==> src/rtl/ppp_pkg.sv <==
// Shared types and constants for the point-to-polyline proximity block.
`default_nettype none

package ppp_pkg;

  // result distance width, 2^-20 m^2 units
  localparam int DIST_W = 49;
  localparam logic [DIST_W-1:0] DIST_MAX = '1;

  // configuration registers
  localparam int RADIUS_W  = 13;
  localparam int THR_W     = 2 * RADIUS_W + 1;
  localparam int CFG_IDX_W = 1;
  localparam logic [CFG_IDX_W-1:0] REG_ROBOT_RADIUS = 1'd0;
  localparam logic [CFG_IDX_W-1:0] REG_PED_RADIUS   = 1'd1;

  // multiplier operand sources
  localparam int SRC_W = 3;
  localparam logic [SRC_W-1:0] SRC_SX = 3'd0;
  localparam logic [SRC_W-1:0] SRC_SY = 3'd1;
  localparam logic [SRC_W-1:0] SRC_DX = 3'd2;
  localparam logic [SRC_W-1:0] SRC_DY = 3'd3;
  localparam logic [SRC_W-1:0] SRC_EX = 3'd4;
  localparam logic [SRC_W-1:0] SRC_EY = 3'd5;
  localparam logic [SRC_W-1:0] SRC_CH = 3'd6;
  localparam logic [SRC_W-1:0] SRC_CL = 3'd7;

  // accumulator operations
  localparam int MOP_W = 2;
  localparam logic [MOP_W-1:0] MOP_CLR = 2'd0;
  localparam logic [MOP_W-1:0] MOP_ADD = 2'd1;
  localparam logic [MOP_W-1:0] MOP_SUB = 2'd2;
  localparam logic [MOP_W-1:0] MOP_SHL = 2'd3;

  typedef struct packed {
    logic             en;
    logic [SRC_W-1:0] a_sel;
    logic [SRC_W-1:0] b_sel;
    logic [MOP_W-1:0] op;
    logic             dbl;
  } ppp_mac_ctl_t;

endpackage

`default_nettype wire

==> src/rtl/ppp_div.sv <==
// Restoring divider, one quotient bit per cycle, saturating quotient.
`default_nettype none

module ppp_div import ppp_pkg::*; #(
  parameter int NUMW = 99,
  parameter int DENW = 50
) (
  input  wire logic              clk,
  input  wire logic              rst_n,
  input  wire logic              start,
  input  wire logic [NUMW-1:0]   num,
  input  wire logic [DENW-1:0]   den,
  output logic                   busy,
  output logic [DIST_W-1:0]      quo
);

  localparam int HIW  = NUMW - DIST_W;
  localparam int CMPW = (HIW > DENW) ? HIW : DENW;
  localparam int CNTW = $clog2(DIST_W + 1);

  logic              busy_r;
  logic [CNTW-1:0]   cnt_r;
  logic [DENW-1:0]   rem_r, den_r;
  logic [DIST_W-1:0] lo_r, quo_r;
  logic [CMPW-1:0]   hi_ext, den_ext;
  logic              ovf, ge;
  logic [DENW:0]     trial, diff;

  // quotient would need more than DIST_W bits
  assign hi_ext  = CMPW'(num[NUMW-1:DIST_W]);
  assign den_ext = CMPW'(den);
  assign ovf     = hi_ext >= den_ext;

  assign trial = {rem_r, lo_r[DIST_W-1]};
  assign ge    = trial >= {1'b0, den_r};
  assign diff  = trial - {1'b0, den_r};

  always_ff @(posedge clk) begin
    if (!rst_n) begin
      busy_r <= 1'b0;
    end else if (start) begin
      busy_r <= !ovf;
    end else if (busy_r && cnt_r == CNTW'(1)) begin
      busy_r <= 1'b0;
    end
  end

  always_ff @(posedge clk) begin
    if (start) begin
      den_r <= den;
      cnt_r <= CNTW'(DIST_W);
      rem_r <= hi_ext[DENW-1:0];
      lo_r  <= num[DIST_W-1:0];
      quo_r <= ovf ? DIST_MAX : '0;
    end else if (busy_r) begin
      rem_r <= ge ? diff[DENW-1:0] : trial[DENW-1:0];
      lo_r  <= {lo_r[DIST_W-2:0], 1'b0};
      quo_r <= {quo_r[DIST_W-2:0], ge};
      cnt_r <= cnt_r - CNTW'(1);
    end
  end

  assign busy = busy_r;
  assign quo  = quo_r;

endmodule

`default_nettype wire

==> config.mk <==
export PLATFORM = sky130hd
export DESIGN_NAME = ppp_div
export DESIGN_NICKNAME = d
export VERILOG_FILES = /design/src/rtl/ppp_pkg.sv /design/src/rtl/ppp_div.sv
export SDC_FILE = /design/constraint.sdc
export NUM_CORES = 1
export LEC_CHECK = 0
export ABC_AREA = 1
export BUFFER_PORTS_ARGS = -buffer_cell sky130_fd_sc_hd__clkbuf_2
export CORE_ASPECT_RATIO = 0.9
export CORE_MARGIN = 2
export CORE_UTILIZATION = 36
export DETAILED_ROUTE_END_ITERATION = 12
export SYNTH_ARGS = -nofsm -noshare
export SYNTH_HDL_FRONTEND = slang
export SYNTH_SLANG_ARGS = --single-unit
==> constraint.sdc <==
create_clock -name clk -period 5.3 [get_ports clk]
set_input_delay 0.53 -clock clk [delete_from_list [all_inputs] [get_ports clk]]
set_output_delay 0.53 -clock clk [all_outputs]
set_load 0.005 [all_outputs]
* Word-level counts from Yosys, hierarchy flattened
Cells that the tools add are included.
** Word-level totals
- Latch bits :: 0
- Input port bits :: 152
- Memories :: 0
- Bits in registers :: 205
- Bits in writable memories :: 0
- Bits in read-only memories :: 0
** Operators by class
- Reduce and logical (&&, ||, !) cells :: 4
- Muxes and demuxes :: 10
- Shift-type cells :: 0
- Eq/ne operators :: 1
- $lt $le $gt $ge :: 2
- Bitwise logic cells :: 0
- Div/mod/pow operators :: 0
- Add/subtract/negate cells :: 2
- $mul :: 0
** Operators by type and width (count)
- two-way mux 49 bit :: 5
- two-way mux 50 bit :: 3
- >= comparator 51 x 50 -> 1 bit :: 1
- >= comparator 50 bit :: 1
- subtractor 50 bit :: 1
- == test 6 x 1 -> 1 bit, second input constant :: 1
- subtractor 6 x 1 -> 6 bit, second input constant :: 1
- nonzero test 2 bit :: 2
- two-way mux 1 bit :: 2
- logical AND 1 bit :: 1
- zero test 1 bit :: 1

* Longest topological paths before layout
- Depth after elaboration :: 4
- Mapped depth :: 17
- Mapped depth without buffers :: 17

* Worst setup path after synthesis
No wires, ideal clock.
- Kind :: input-to-reg
- Start :: input port start
- End :: register busy_r (netlist: busy)
- Library setup time :: 90 ps
- Path buffers :: 2
- Setup slack :: 199 ps
- Stages on the path :: 6
- Data arrival time :: 5011 ps
- Cell sequence :: clkbuf_1 -> inv_2 -> clkbuf_1 -> nand2_1 -> o311ai_0 -> a21oi_1
** On the way
- Word-level cells in the longest chain between the ends :: 1
** RTL lines
- from (decl) :: line ppp_div.sv:10 : input wire logic start,
- two-way mux 1 bit or nonzero test 2 bit (tied branches)
- to (signal assigned) :: line ppp_div.sv:42 : busy_r <= !ovf;
- to (decl) :: line ppp_div.sv:21 : logic busy_r;
Parallel ways exist; a longest one is shown, timed or not.
A chain may end at the register's enable or synchronous reset.

* Final worst setup path
- Start :: register rem_r[45]
- End :: register rem_r[49], data pin
** On the way
- Word-level cells in the longest chain between the ends :: 4
** RTL lines
- from (decl) :: line ppp_div.sv:23 : logic [DENW-1:0] rem_r, den_r;
- from (signal assigned) :: line ppp_div.sv:52 : rem_r <= hi_ext[DENW-1:0];
- from (signal assigned) :: line ppp_div.sv:56 : rem_r <= ge ? diff[DENW-1:0] : trial[DENW-1:0];
- subtractor 50 bit or >= comparator 51 x 50 -> 1 bit (tied branches) :: line ppp_div.sv:36, ppp_div.sv:35
- two-way mux 50 bit (*) :: line ppp_div.sv:56
- two-way mux 50 bit (*) :: line ppp_div.sv:55 : end else if (busy_r) begin
- two-way mux 50 bit (*) :: line ppp_div.sv:49 : if (start) begin
Every way passes the cells marked *; elsewhere a longest branch is shown, timed or not. The select of a mux whose other input is x is not followed.

==> results.yml <==
yosys:
  async_flop_share_pct: 0
  synth_flop_cell: "edfxtp_1"
  yosysTopAreaCellShare_pct: 41.1
  synth_seq_cells: 205
  synthesis.area_um2: 14500
  synth.distinct_cells: 37
  synth_nets: 2256
  synth_largest_area_cell: "edfxtp_1"
  syn_avg_cell_area_um2: 7.22
  synth_top_cells_by_area: "edfxtp_1, nand2_1, ha_1"
  synth_warnings: 0
  yosysSeqAreaShare_pct: 42.1
  synthCells: 2001
  synth_edf_count: 198
global_routing:
  grt_max_degree: 123
  use_met2_pct: 32.9
  gr-total-overflow: 0
  met3_usage_pct: 5.05
  grt_use_total_pct: 20.8
  grt_pass1_wl_um: 68900
  busiest_layer: "met2"
  met1_usage_pct: 28.2
  grt_pass1_vias: 12725
  grt_antenna_before_repair: 2
floorplanning:
  dieArea_um2: 41800
  dieHeight_um: 194
  start_util_pct: 36.6
  rows: 69
  fp.dieW_um: 215
  io_pins: 202
  core_um2: 39500
drt:
  viasPerCell: 4.73
  firstDrtPassIters: 6
  wl_per_cell_um: 15.9
  drc: 0
  vias: 12977
  ant_nets: 0
  drt_iter0_drc: 861
  drt_wl_total_um: 43600
critical_path:
  r2r_start: "rem_r[45]$_DFFE_PP_"
  critPathLaunchType: "register"
  reg2reg_depth: 13
  reg2reg_slack_ps: 1970
  worstPathRequired_ps: 5740
  startpoint: "rem_r[45]$_DFFE_PP_"
  arrival_ps: 3770
  crit_fanout: 51
  cp-end-kind: "register"
  cp-endpoint: "rem_r[49]$_DFFE_PP_"
  timing_worst_setup_path_type: "reg2reg"
  r2r-end: "rem_r[49]$_DFFE_PP_"
clocking:
  cts_root_buf: "clkbuf_16"
  cts_setup_buffers: 0
  cts_resized: 0
  clk_pin_slew_worst_paths_ps: 60
  postCtsHoldBufs: 0
  cts_tree: "built"
  clk_latency_ps: 570
  clockBufferDepth: 3
  cts_buffers: 25
  htreeDepth: 1
  clock_sinks: 205
power:
  power_density_nw_per_um2: 384
  p_leak_uw: 0.00899
  internal_power_uw: 4000
  power_frac_seq_pct: 34.2
  irDropWorstVdd_uv: 270
  p_sw_uw: 2480
  switching_share_pct: 38.3
  p_clk_share_pct: 27.1
  combPwrFrac_pct: 38.7
sta:
  tns_ps: 0
  slew_violations: 0
  tightest_slew_ps: 1050
  fmax_mhz: 300
  hold_violations: 0
  grt_setup_unrepaired: "no"
  post-route-min-period_ps: 3330
  clock-skew-final_ps: 17.9
  slew-limit-headroom_pct: 30.0
  finalSetupViolations: 0
  period_share_pct: 62.9
min_path:
  min_path_cells: 1
  hold_class: "in2reg"
place:
  placed_cells: 2696
  hpwlAfterDp_um: 34700
  portBuffers: 201
  gp_congestion: 0.961
cells_and_area:
  fillers: 4212
  final_cells: 2742
  layout.nets: 2446
  drive_gt1_share_pct: 11.9
  multi_input_area_um2: 6920
  insertedDiodeCount: 0
  regArea_um2: 6090
  area.growth.synth_to_final_pct: 16.5
job:
  cap_violations: 0
run_status:
  status: "finished clean"
## flip-flops by register name, indices dropped and copies added (netlist names)
signal  flops
den_r      50
rem_r      50
lo_r       49
quo        49
cnt_r       6
busy        1
## through the flow
stage	util (%)	setup slack [ps]	hold WS (ps)	total power, µW	area (µm²)
floorplan	-	199	443	3980	14500
global placement	40.5	1970	463	4710	16000
detailed placement	40.5	1920	472	4730	16000
CTS	42.6	1900	128	6520	16800
global route	42.6	1640	135	6940	16800
finish	42.6	1970	150	6470	16800
## cells in the mapped netlist, types with 2 or more instances
cell type    n
nand2_1    895
inv_1      328
edfxtp_1   198
nor2_1     118
nand3_1    106
ha_1       102
a21oi_1     55
nand3b_1    42
clkbuf_1    27
xnor2_1     22
nor3_1      16
o21ai_0     16
nand4_1     13
buf_2        7
dfxtp_1      7
buf_1        5
buf_4        5
inv_2        5
o21bai_1     5
and2_1       4
nor2_2       4
o21a_1       3
nand2_4      2
nor4_1       2
or2_2        2
## area by class of cell
type / instances / area share [%]
tap: 532 / 3.95
timing repair buffer: 208 / 6.45
clock inverter: 7 / 0.617
sequential: 205 / 36.1
clock buffer: 39 / 4.32
multi-input combinational: 1418 / 41.1
inverter: 333 / 7.44
## metal layers
| layer | share of wire (%) | vias to the layer above |
|---|---|---|
| met5 | 0.057 | - |
| met4 | 3.0 | 4 |
| met3 | 7.1 | 62 |
| met2 | 44 | 340 |
| met1 | 46 | 5925 |
| li1 | - | 6646 |
## cell families after synthesis
family,synth area share [%]
xor+xnor,1.39
compound gates,3.04
buf+inv,10.1
simple gates,34.4
fa+ha+maj,8.97
flops,42.1
## critical path, cell delays in order, from the launching register on
cell      delay (ps)
edfxtp_1         450
ha_1             450
nand2_1          180
nor2_1           230
nand2_1           80
inv_1             70
nand2_1           60
inv_1            120
nand3_4          350
nand2_4          640
nand2_4          290
nand2_1          140
nand2_1           60
nand2_1           60
## worst min-delay path by stage
stage,from,end,slack [ps]
floorplan,cnt_r[2]$_SDFFE_PP0P_,cnt_r[2]$_SDFFE_PP0P_,440
global placement,cnt_r[3]$_SDFFE_PP0P_,cnt_r[3]$_SDFFE_PP0P_,460
detailed placement,cnt_r[3]$_SDFFE_PP0P_,cnt_r[3]$_SDFFE_PP0P_,470
CTS,den[36],den_r[36]$_DFFE_PP_,130
global route,den[47],den_r[47]$_DFFE_PP_,140
finish,den[36],den_r[36]$_DFFE_PP_,150
## power by group through the flow
stage                     logic (µW)  registers [µW]  clock network (µW)
final                           2510            2220                1750
after CTS                       2500            2220                1800
after global routing            2840            2240                1860
after detailed placement        2490            2240                   0
after global placement          2470            2240                   0
after floorplan                 1760            2220                   0
## cell usage in the layout (no fill, tap or decap), types with 4 or more instances in the layout
| cell type | netlist | layout |
|---|---|---|
| nor2_2 | 4 | 4 |
| clkbuf_1 | 27 | 9 |
| inv_2 | 5 | 4 |
| nand2_1 | 895 | 894 |
| clkbuf_16 | 0 | 25 |
| o21bai_1 | 5 | 5 |
| a21oi_1 | 55 | 55 |
| ha_1 | 102 | 102 |
| edfxtp_1 | 198 | 198 |
| nand4_1 | 13 | 13 |
| buf_4 | 5 | 6 |
| o21ai_0 | 16 | 16 |
| inv_1 | 328 | 328 |
| nor2_1 | 118 | 118 |
| nand3_1 | 106 | 106 |
| and2_1 | 4 | 4 |
| xnor2_1 | 22 | 22 |
| dfxtp_1 | 7 | 7 |
| clkbuf_2 | 0 | 200 |
| clkbuf_8 | 0 | 5 |
| nand3b_1 | 42 | 42 |
| nor3_1 | 16 | 16 |
(Power assumes the default switching activity.)
