**config.mk**
```make
export PLATFORM = sky130hd
export DESIGN_NAME = ppp_mac
export DESIGN_NICKNAME = d
export VERILOG_FILES = /design/src/rtl/ppp_pkg.sv /design/src/rtl/ppp_mac.sv
export SDC_FILE = /design/constraint.sdc
export NUM_CORES = 2
export LEC_CHECK = 0
export BUFFER_PORTS_ARGS = -buffer_cell sky130_fd_sc_hd__clkbuf_2
export CORE_AREA = 2 2 346 348
export CTS_CLUSTER_DIAMETER = 200
export CTS_CLUSTER_SIZE = 40
export DETAILED_ROUTE_END_ITERATION = 10
export DIE_AREA = 0 0 348 350
export MAX_ROUTING_LAYER = met4
export PLACE_DENSITY_LB_ADDON = 0.1
export SLEW_MARGIN = 25
export SYNTH_ARGS = -nofsm -noshare
export SYNTH_HDL_FRONTEND = slang
export SYNTH_SLANG_ARGS = --single-unit
export TNS_END_PERCENT = 20
```
**constraint.sdc**
```tcl
create_clock -name clk -period 15.31 [get_ports clk]
set_input_delay 0.7655 -clock clk [delete_from_list [all_inputs] [get_ports clk]]
set_output_delay 0.7655 -clock clk [all_outputs]
set_load 0.02 [all_outputs]
```
**src/rtl/ppp_pkg.sv**
```systemverilog
// Shared types and constants for the point-to-polyline proximity block.
`default_nettype none

package ppp_pkg;

  // result distance width, 2^-20 m^2 units
  localparam int DIST_W = 49;
  localparam logic [DIST_W-1:0] DIST_MAX = '1;

  // configuration registers
  localparam int RADIUS_W  = 13;
  localparam int THR_W     = 2 * RADIUS_W + 1;
  localparam int CFG_IDX_W = 1;
  localparam logic [CFG_IDX_W-1:0] REG_ROBOT_RADIUS = 1'd0;
  localparam logic [CFG_IDX_W-1:0] REG_PED_RADIUS   = 1'd1;

  // multiplier operand sources
  localparam int SRC_W = 3;
  localparam logic [SRC_W-1:0] SRC_SX = 3'd0;
  localparam logic [SRC_W-1:0] SRC_SY = 3'd1;
  localparam logic [SRC_W-1:0] SRC_DX = 3'd2;
  localparam logic [SRC_W-1:0] SRC_DY = 3'd3;
  localparam logic [SRC_W-1:0] SRC_EX = 3'd4;
  localparam logic [SRC_W-1:0] SRC_EY = 3'd5;
  localparam logic [SRC_W-1:0] SRC_CH = 3'd6;
  localparam logic [SRC_W-1:0] SRC_CL = 3'd7;

  // accumulator operations
  localparam int MOP_W = 2;
  localparam logic [MOP_W-1:0] MOP_CLR = 2'd0;
  localparam logic [MOP_W-1:0] MOP_ADD = 2'd1;
  localparam logic [MOP_W-1:0] MOP_SUB = 2'd2;
  localparam logic [MOP_W-1:0] MOP_SHL = 2'd3;

  typedef struct packed {
    logic             en;
    logic [SRC_W-1:0] a_sel;
    logic [SRC_W-1:0] b_sel;
    logic [MOP_W-1:0] op;
    logic             dbl;
  } ppp_mac_ctl_t;

endpackage

`default_nettype wire

```
**src/rtl/ppp_mac.sv**
```systemverilog
// Shared multiply-accumulate unit with its segment operand registers.
`default_nettype none

module ppp_mac import ppp_pkg::*; #(
  parameter int COORD_BITS = 24
) (
  input  wire logic                           clk,
  input  wire logic                           rst_n,
  input  wire logic                           load,
  input  wire logic signed [COORD_BITS-1:0]   vertex_x,
  input  wire logic signed [COORD_BITS-1:0]   vertex_y,
  input  wire logic signed [COORD_BITS-1:0]   prev_x,
  input  wire logic signed [COORD_BITS-1:0]   prev_y,
  input  wire logic signed [COORD_BITS-1:0]   query_x,
  input  wire logic signed [COORD_BITS-1:0]   query_y,
  input  wire ppp_mac_ctl_t                   ctl,
  input  wire logic                           cmag_load,
  output logic signed [4*COORD_BITS+3:0]      acc
);

  localparam int DW   = COORD_BITS + 1;
  localparam int OPW  = COORD_BITS + 2;
  localparam int PW   = 2 * OPW;
  localparam int ACCW = 4 * COORD_BITS + 4;
  localparam int CMW  = 2 * COORD_BITS + 2;
  localparam int SH   = COORD_BITS + 1;

  logic signed [DW-1:0]   sx_r, sy_r, dx_r, dy_r, ex_r, ey_r;
  logic [CMW-1:0]         cmag_r;
  logic signed [OPW-1:0]  op_a, op_b;
  logic signed [PW-1:0]   p_r;
  ppp_mac_ctl_t           ctl_r;
  logic signed [ACCW-1:0] acc_r, acc_nxt, acc_abs, prod_ext, term;
  logic signed [OPW-1:0]  ch_op, cl_op;

  assign ch_op = $signed(OPW'(cmag_r[CMW-1:SH]));
  assign cl_op = $signed(OPW'(cmag_r[SH-1:0]));

  always_comb begin
    case (ctl.a_sel)
      SRC_SX:  op_a = OPW'(sx_r);
      SRC_SY:  op_a = OPW'(sy_r);
      SRC_DX:  op_a = OPW'(dx_r);
      SRC_DY:  op_a = OPW'(dy_r);
      SRC_EX:  op_a = OPW'(ex_r);
      SRC_EY:  op_a = OPW'(ey_r);
      SRC_CH:  op_a = ch_op;
      SRC_CL:  op_a = cl_op;
      default: op_a = '0;
    endcase
  end

  always_comb begin
    case (ctl.b_sel)
      SRC_SX:  op_b = OPW'(sx_r);
      SRC_SY:  op_b = OPW'(sy_r);
      SRC_DX:  op_b = OPW'(dx_r);
      SRC_DY:  op_b = OPW'(dy_r);
      SRC_EX:  op_b = OPW'(ex_r);
      SRC_EY:  op_b = OPW'(ey_r);
      SRC_CH:  op_b = ch_op;
      SRC_CL:  op_b = cl_op;
      default: op_b = '0;
    endcase
  end

  assign prod_ext = ACCW'(p_r);
  assign term     = ctl_r.dbl ? (prod_ext <<< 1) : prod_ext;
  assign acc_abs  = acc_r[ACCW-1] ? -acc_r : acc_r;

  // product is registered; the accumulate step follows in the cycle after
  always_comb begin
    case (ctl_r.op)
      MOP_CLR: acc_nxt = term;
      MOP_ADD: acc_nxt = acc_r + term;
      MOP_SUB: acc_nxt = acc_r - term;
      MOP_SHL: acc_nxt = (acc_r <<< SH) + term;
      default: acc_nxt = acc_r;
    endcase
    if (!ctl_r.en) acc_nxt = acc_r;
  end

  always_ff @(posedge clk) begin
    if (!rst_n) begin
      ctl_r <= '0;
    end else begin
      ctl_r <= ctl;
    end
  end

  always_ff @(posedge clk) begin
    if (load) begin
      sx_r <= DW'(vertex_x) - DW'(prev_x);
      sy_r <= DW'(vertex_y) - DW'(prev_y);
      dx_r <= DW'(query_x) - DW'(prev_x);
      dy_r <= DW'(query_y) - DW'(prev_y);
      ex_r <= DW'(query_x) - DW'(vertex_x);
      ey_r <= DW'(query_y) - DW'(vertex_y);
    end
    if (cmag_load) cmag_r <= acc_abs[CMW-1:0];
    p_r   <= op_a * op_b;
    acc_r <= acc_nxt;
  end

  assign acc = acc_r;

endmodule

`default_nettype wire

```
# After elaboration in Yosys (flattened, before gate mapping)
# Cells that the tools add are included.
word_totals:
  ff_bits: 356
  inputBits: 158
  output_inout_bits: 100
classes:
  addsub: 10
  mul: 1
  eq_ne: 17
  n_mux: 5
  n_reduce_logical: 3
ops:
  columns: ["cell", "count"]
  rows:
  - ["$pmux 26 s8", 2]
  - ["$pmux 100 s4", 1]
  - ["$add 100x53->100", 2]
  - ["$sub 24x24->25", 6]
  - ["$sub 100x53->100", 1]
  - ["$mul 26x26->52", 1]
  - ["$mux 52", 1]
  - ["$mux 50", 1]
  - ["$neg 50->50", 1]
  - ["$eq 3x3->1 const B", 8]
  - ["$eq 3x2->1 const B", 4]
  - ["$eq 3x1->1 const B", 2]
  - ["$logic_not 3->1", 2]
  - ["$eq 2x2->1 const B", 2]
  - ["$eq 2x1->1 const B", 1]
  - ["$logic_not 2->1", 1]

# Logic depth before layout (Yosys ltp)
logic_depth:
  word_depth: 3
  ltp_mapped: 37
  ltp_nobuf: 34

# Least setup slack after synthesis
# Ideal clock, no wire load.
synth_timing:
  path_kind: "input port to flip-flop"
  startpoint: "in ctl[3] (netlist bit)"
  endpoint: "reg p_r[50]"
  setup_time_ns: 0.072
  arrival_time_ns: 9.175
  required_ns: 15.238
  slack_ns: 6.063
  stages: 32
  path_cell_list: "clkbuf_1 -> buf_1 -> buf_1 -> clkbuf_1 -> o221ai_1 -> o21ai_0 -> clkbuf_1 -> nor2_1 -> fa_1 -> inv_1 -> fa_1 -> inv_1 -> fa_1 -> fa_1 -> fa_1 -> fa_1 -> inv_1 -> fa_1 -> inv_1 -> ha_1 -> and3_1 -> and2_0 -> nand3_1 -> o2bb2ai_1 -> a31oi_1 -> a21o_1 -> o31a_1 -> a21oi_1 -> a31oi_1 -> o31a_1 -> o31ai_1 -> xor2_1"
synth_between:
  elab_chain_cells: 3
  word_cells_on_any_way: 10
  cone_classes: "mul (1); eq/ne (7); mux (1); reduce/logical (1)"
synth_lines:
  columns: ["item", "line", "source"]
  rows:
  - ["from (decl)", "ppp_mac.sv:16", "input wire ppp_mac_ctl_t ctl,"]
  - ["$eq 3x3->1 (tied with other cells)", "ppp_mac.sv:54", "case (ctl.b_sel)"]
  - ["$pmux 26 s8 *", "ppp_mac.sv:54", null]
  - ["$mul 26x26->52 *", "ppp_mac.sv:101", "p_r <= op_a * op_b;"]
  - ["to (signal assigned)", "ppp_mac.sv:101", null]
  - ["to (decl)", "ppp_mac.sv:31", "logic signed [PW-1:0] p_r;"]
# Mark *: on every way between the ends. The rest lies on a longest branch, timed or not.
# A chain may end at the register's enable or synchronous reset.

# Worst setup path in the final report
layout_timing:
  startpoint: "in ctl[5] (netlist bit)"
  endpoint: "reg p_r[50]"
# Same word-level chain as after synthesis.

==> metrics.txt <==
# TYPE chip_impl_metric gauge
chip_impl_info{name="run_status",value="completed"} 1
chip_impl_metric{name="clk_pin_slew_worst_paths",unit="ps"} 150
chip_impl_metric{name="postSynthRegisterBits",unit=""} 356
chip_impl_metric{name="route.vias.total",unit=""} 51000
chip_impl_metric{name="globalRouteTotalUtil",unit="%"} 36.9
chip_impl_info{name="synth_top_area_cell",value="sky130_fd_sc_hd__fa_1"} 1
chip_impl_metric{name="drt_first_iter_violations",unit=""} 5588
chip_impl_info{name="rsz_0062_raised_after_global_routing",value="false"} 1
chip_impl_metric{name="number_of_enable_flip_flop_cells_after_synthesis",unit=""} 300
chip_impl_metric{name="dieWidth",unit="um"} 348
chip_impl_metric{name="final_layout_size_suffix_gt1_share",unit="%"} 7.81
chip_impl_metric{name="grt_start_max_net_pins",unit=""} 82
chip_impl_info{name="setup.worst_path.start_class",value="input pin"} 1
chip_impl_metric{name="ys_seq_area_share",unit="%"} 17.2
chip_impl_metric{name="first_pass_grt_wire_length",unit="um"} 325000
chip_impl_info{name="setup.worst_path.class",value="input pin to flip-flop"} 1
chip_impl_info{name="tritoncts",value="yes"} 1
chip_impl_metric{name="async_flop_share",unit="%"} 0
chip_impl_info{name="worst_path_dominant_cell_family",value="adder cells"} 1
chip_impl_metric{name="yosysWarningCount",unit=""} 0
chip_impl_metric{name="drt-total-wl",unit="um"} 218000
chip_impl_metric{name="critPathMaxStageDelay",unit="ps"} 730
chip_impl_metric{name="post-route-period-util",unit="%"} 70.4
chip_impl_metric{name="fmax",unit="MHz"} 92.8
chip_impl_metric{name="cts_resized",unit=""} 0
chip_impl_metric{name="fp.dieH",unit="um"} 350
chip_impl_metric{name="synth_cells",unit=""} 6735
chip_impl_metric{name="yosys.cell_types.count",unit=""} 85
chip_impl_metric{name="setup_tns",unit="ps"} 0
chip_impl_metric{name="synth_largest_type_area_fraction",unit="%"} 24.5
chip_impl_metric{name="via_count_of_the_first_global_routing_pass",unit=""} 50200
chip_impl_metric{name="flow.area_growth_from_synthesis",unit="%"} 6.02
chip_impl_metric{name="wl_per_cell",unit="um"} 26.1
chip_impl_info{name="hold_class",value="input pin to flip-flop"} 1
chip_impl_metric{name="ant_nets",unit=""} 0
chip_impl_metric{name="overflow",unit=""} 0
chip_impl_metric{name="clock_insertion_delay_worst_skew",unit="ps"} 640
chip_impl_metric{name="initial_antenna_violation_count",unit=""} 10
chip_impl_metric{name="initial_core_util",unit="%"} 49.9
chip_impl_metric{name="quantity_of_i_o_buffers_inserted_on_ports",unit=""} 257
chip_impl_metric{name="postSynthAreaPerCell",unit="um2"} 8.72
chip_impl_metric{name="critPathBufInv",unit=""} 8
chip_impl_metric{name="num_rows",unit=""} 126
chip_impl_metric{name="max-cap-violations",unit=""} 0
chip_impl_metric{name="timing.final.max_slew_violations",unit=""} 0
chip_impl_metric{name="crit_path_max_fanout",unit=""} 50
chip_impl_metric{name="fin_worst_skew",unit="ps"} 117
chip_impl_metric{name="worst-slew-pin-transition",unit="ps"} 1080
chip_impl_info{name="ys_top_cells_by_area",value="sky130_fd_sc_hd__fa_1 24%, sky130_fd_sc_hd__edfxtp_1 15%, sky130_fd_sc_hd__ha_1 10%"} 1
chip_impl_metric{name="drt_pass1_iterations",unit=""} 6
chip_impl_metric{name="filler_cells_inserted",unit=""} 11300
chip_impl_metric{name="layout.nets",unit=""} 8145
chip_impl_info{name="timing.critical_path.to_type",value="flip-flop"} 1
chip_impl_info{name="crit_path_frequent_cell",value="sky130_fd_sc_hd__fa_1"} 1
chip_impl_metric{name="finalHoldViolations",unit=""} 0
chip_impl_metric{name="top_level_pins",unit=""} 258
chip_impl_metric{name="cp_data_required_time",unit="ps"} 15840
chip_impl_metric{name="vias_per_cell",unit=""} 6.11
chip_impl_metric{name="detailed_place_hpwl",unit="um"} 172000
chip_impl_metric{name="post_synthesis_cell_area",unit="um2"} 58700
chip_impl_metric{name="die_area",unit="um2"} 122000
chip_impl_info{name="cts_root_buf",value="sky130_fd_sc_hd__clkbuf_16"} 1
chip_impl_metric{name="clock_tree.buffer_depth",unit=""} 3
chip_impl_metric{name="synth_nets",unit=""} 8079
chip_impl_info{name="synthFlopType",value="sky130_fd_sc_hd__edfxtp_1"} 1
chip_impl_metric{name="fp.coreArea",unit="um2"} 118000
chip_impl_metric{name="cts_post_setup_buffers_inserted",unit=""} 0
chip_impl_metric{name="cts_hold_buf",unit=""} 0
chip_impl_metric{name="finalSetupViolations",unit=""} 0
chip_impl_metric{name="clkSinkCount",unit=""} 356
chip_impl_metric{name="numCtsBuffers",unit=""} 14
chip_impl_metric{name="timing.critical_path.arrival",unit="ps"} 11310
chip_impl_info{name="timing.critical_path.slowest_stage_cell",value="sky130_fd_sc_hd__nor2_1"} 1
chip_impl_metric{name="post-route-min-period",unit="ps"} 10780
chip_impl_metric{name="drcViolationCount",unit=""} 0
chip_impl_metric{name="htree_levels",unit=""} 1
chip_impl_metric{name="timing.max_slew.rel_slack",unit="%"} 25.9
chip_impl_metric{name="routabilityCongestion",unit=""} 1.00
-- worst paths after layout --
check / from / endpoint / slack (ps) / cells after the start
max: ctl[5] / p_r[50]$_DFF_P_ / 4530 / 32
min reg2reg: p_r[34]$_DFF_P_ / acc[35]$_DFFE_PP_ / 570 / 2
min: ctl[9] / ctl_r[9]$_SDFF_PN0_ / 380 / 2
max reg2reg: ctl_r[0]$_SDFF_PN0_ / acc[93]$_DFFE_PP_ / 4790 / 29
-- state kept, by name, indices dropped and copies added, names as in the netlist --
name	cells
acc	100
cmag_r	50
ctl_r	4
dx_r	25
dy_r	25
ex_r	25
ey_r	25
p_r	52
sx_r	25
sy_r	25
-- synth_stat cells (61+ instances only) --
library cell	number
sky130_fd_sc_hd__nand4_1	70
sky130_fd_sc_hd__nand2_1	687
sky130_fd_sc_hd__clkbuf_1	280
sky130_fd_sc_hd__a21o_1	197
sky130_fd_sc_hd__mux2i_1	87
sky130_fd_sc_hd__nand3_1	77
sky130_fd_sc_hd__a21oi_1	451
sky130_fd_sc_hd__xnor2_1	291
sky130_fd_sc_hd__o22ai_1	61
sky130_fd_sc_hd__nor2b_1	107
sky130_fd_sc_hd__nor2_1	499
sky130_fd_sc_hd__nand2b_1	68
sky130_fd_sc_hd__o21ai_0	268
sky130_fd_sc_hd__and2_1	78
sky130_fd_sc_hd__fa_1	718
sky130_fd_sc_hd__nor3_1	88
sky130_fd_sc_hd__inv_1	996
sky130_fd_sc_hd__ha_1	468
sky130_fd_sc_hd__xor2_1	119
sky130_fd_sc_hd__edfxtp_1	300
-- kinds of logic (layout without fill, tap and decap cells) --
kind of cell               count (synthesis)  count (layout)  share of synthesized area [%]
other                                      0               2                              0
adders and majority gates               1186            1186                           34.4
DFF                                      356             356                           17.2
AOI/OAI and AO/OA                       1505            1505                           16.5
buffers and inverters                   1308            1382                           8.37
xor gates and xnor gates                 410             410                           6.11
and+or+nand+nor                         1821            1821                           14.2
muxes                                    149             149                           3.13
-- cell type report --
class,instances,area (um2),share of cell area (%)
Multi-Input combinational cell,5071,43900,70.5
Sequential cell,356,10100,16.3
Inverter,999,3750,6.02
Timing Repair Buffer,359,2080,3.34
Tap cell,1536,1920,3.09
Clock buffer,19,369,0.593
Clock inverter,5,103,0.165
Antenna cell,2,5.00,0.00804
-- per-layer routing --
layer / track usage [%] / wire length (um) / vias to the layer above
li1: - / - / 22800
met1: 51.1 / 92900 / 25400
met2: 55.0 / 95100 / 2360
met3: 6.87 / 21500 / 386
met4: 11.1 / 8150 / 0
met5: - / 0 / -
-- cell usage in the layout (no fill, tap or decap), types with 20 or more instances in the layout --
cell                       netlist  layout
sky130_fd_sc_hd__ha_1          468     465
sky130_fd_sc_hd__a21o_1        197     197
sky130_fd_sc_hd__mux2_2         38      38
sky130_fd_sc_hd__a31oi_1        51      51
sky130_fd_sc_hd__inv_1         996     996
sky130_fd_sc_hd__and2_1         78      78
sky130_fd_sc_hd__or2_2          21      21
sky130_fd_sc_hd__a21oi_1       451     445
sky130_fd_sc_hd__o21ai_0       268     264
sky130_fd_sc_hd__and3_1         35      35
sky130_fd_sc_hd__o21bai_1       52      50
sky130_fd_sc_hd__or3_1          23      23
sky130_fd_sc_hd__xnor2_1       291     291
sky130_fd_sc_hd__nor2b_1       107     107
sky130_fd_sc_hd__o211ai_1       20      20
sky130_fd_sc_hd__a221oi_1       54      54
sky130_fd_sc_hd__clkbuf_2        1     256
sky130_fd_sc_hd__o21a_1         55      54
sky130_fd_sc_hd__nor2_1        499     497
sky130_fd_sc_hd__nor3_1         88      88
sky130_fd_sc_hd__nand4_1        70      70
sky130_fd_sc_hd__mux4_2         24      24
sky130_fd_sc_hd__mux2i_1        87      83
sky130_fd_sc_hd__a211oi_1       36      32
sky130_fd_sc_hd__nand2b_1       68      68
sky130_fd_sc_hd__dfxtp_1        56      53
sky130_fd_sc_hd__o31ai_1        30      30
sky130_fd_sc_hd__nand3_1        77      77
sky130_fd_sc_hd__fa_1          718     718
sky130_fd_sc_hd__buf_4           1     101
sky130_fd_sc_hd__edfxtp_1      300     300
sky130_fd_sc_hd__a22oi_1        25      25
sky130_fd_sc_hd__o221ai_1       35      35
sky130_fd_sc_hd__o22ai_1        61      58
sky130_fd_sc_hd__a21boi_0       26      26
sky130_fd_sc_hd__xor2_1        119     119
sky130_fd_sc_hd__nand2_1       687     687
-- metrics by stage --
stage / area, um2 / instances / hold WS (ps) / setup slack [ps] / utilization (%)
2_1_floorplan: 58700 / 6735 / 496 / 6060 / -
3_3_place_gp: 61800 / 8320 / 679 / 4240 / 52.4
3_5_place_dp: 61800 / 8320 / 664 / 4110 / 52.4
4_1_cts: 62200 / 8344 / 364 / 4710 / 52.8
5_1_grt: 62300 / 8345 / 384 / 4210 / 52.9
6_report: 62300 / 8347 / 377 / 4530 / 52.9
Power is not shown: default switching activity piles up to over one toggle a cycle in this logic, so the estimate is an artifact.
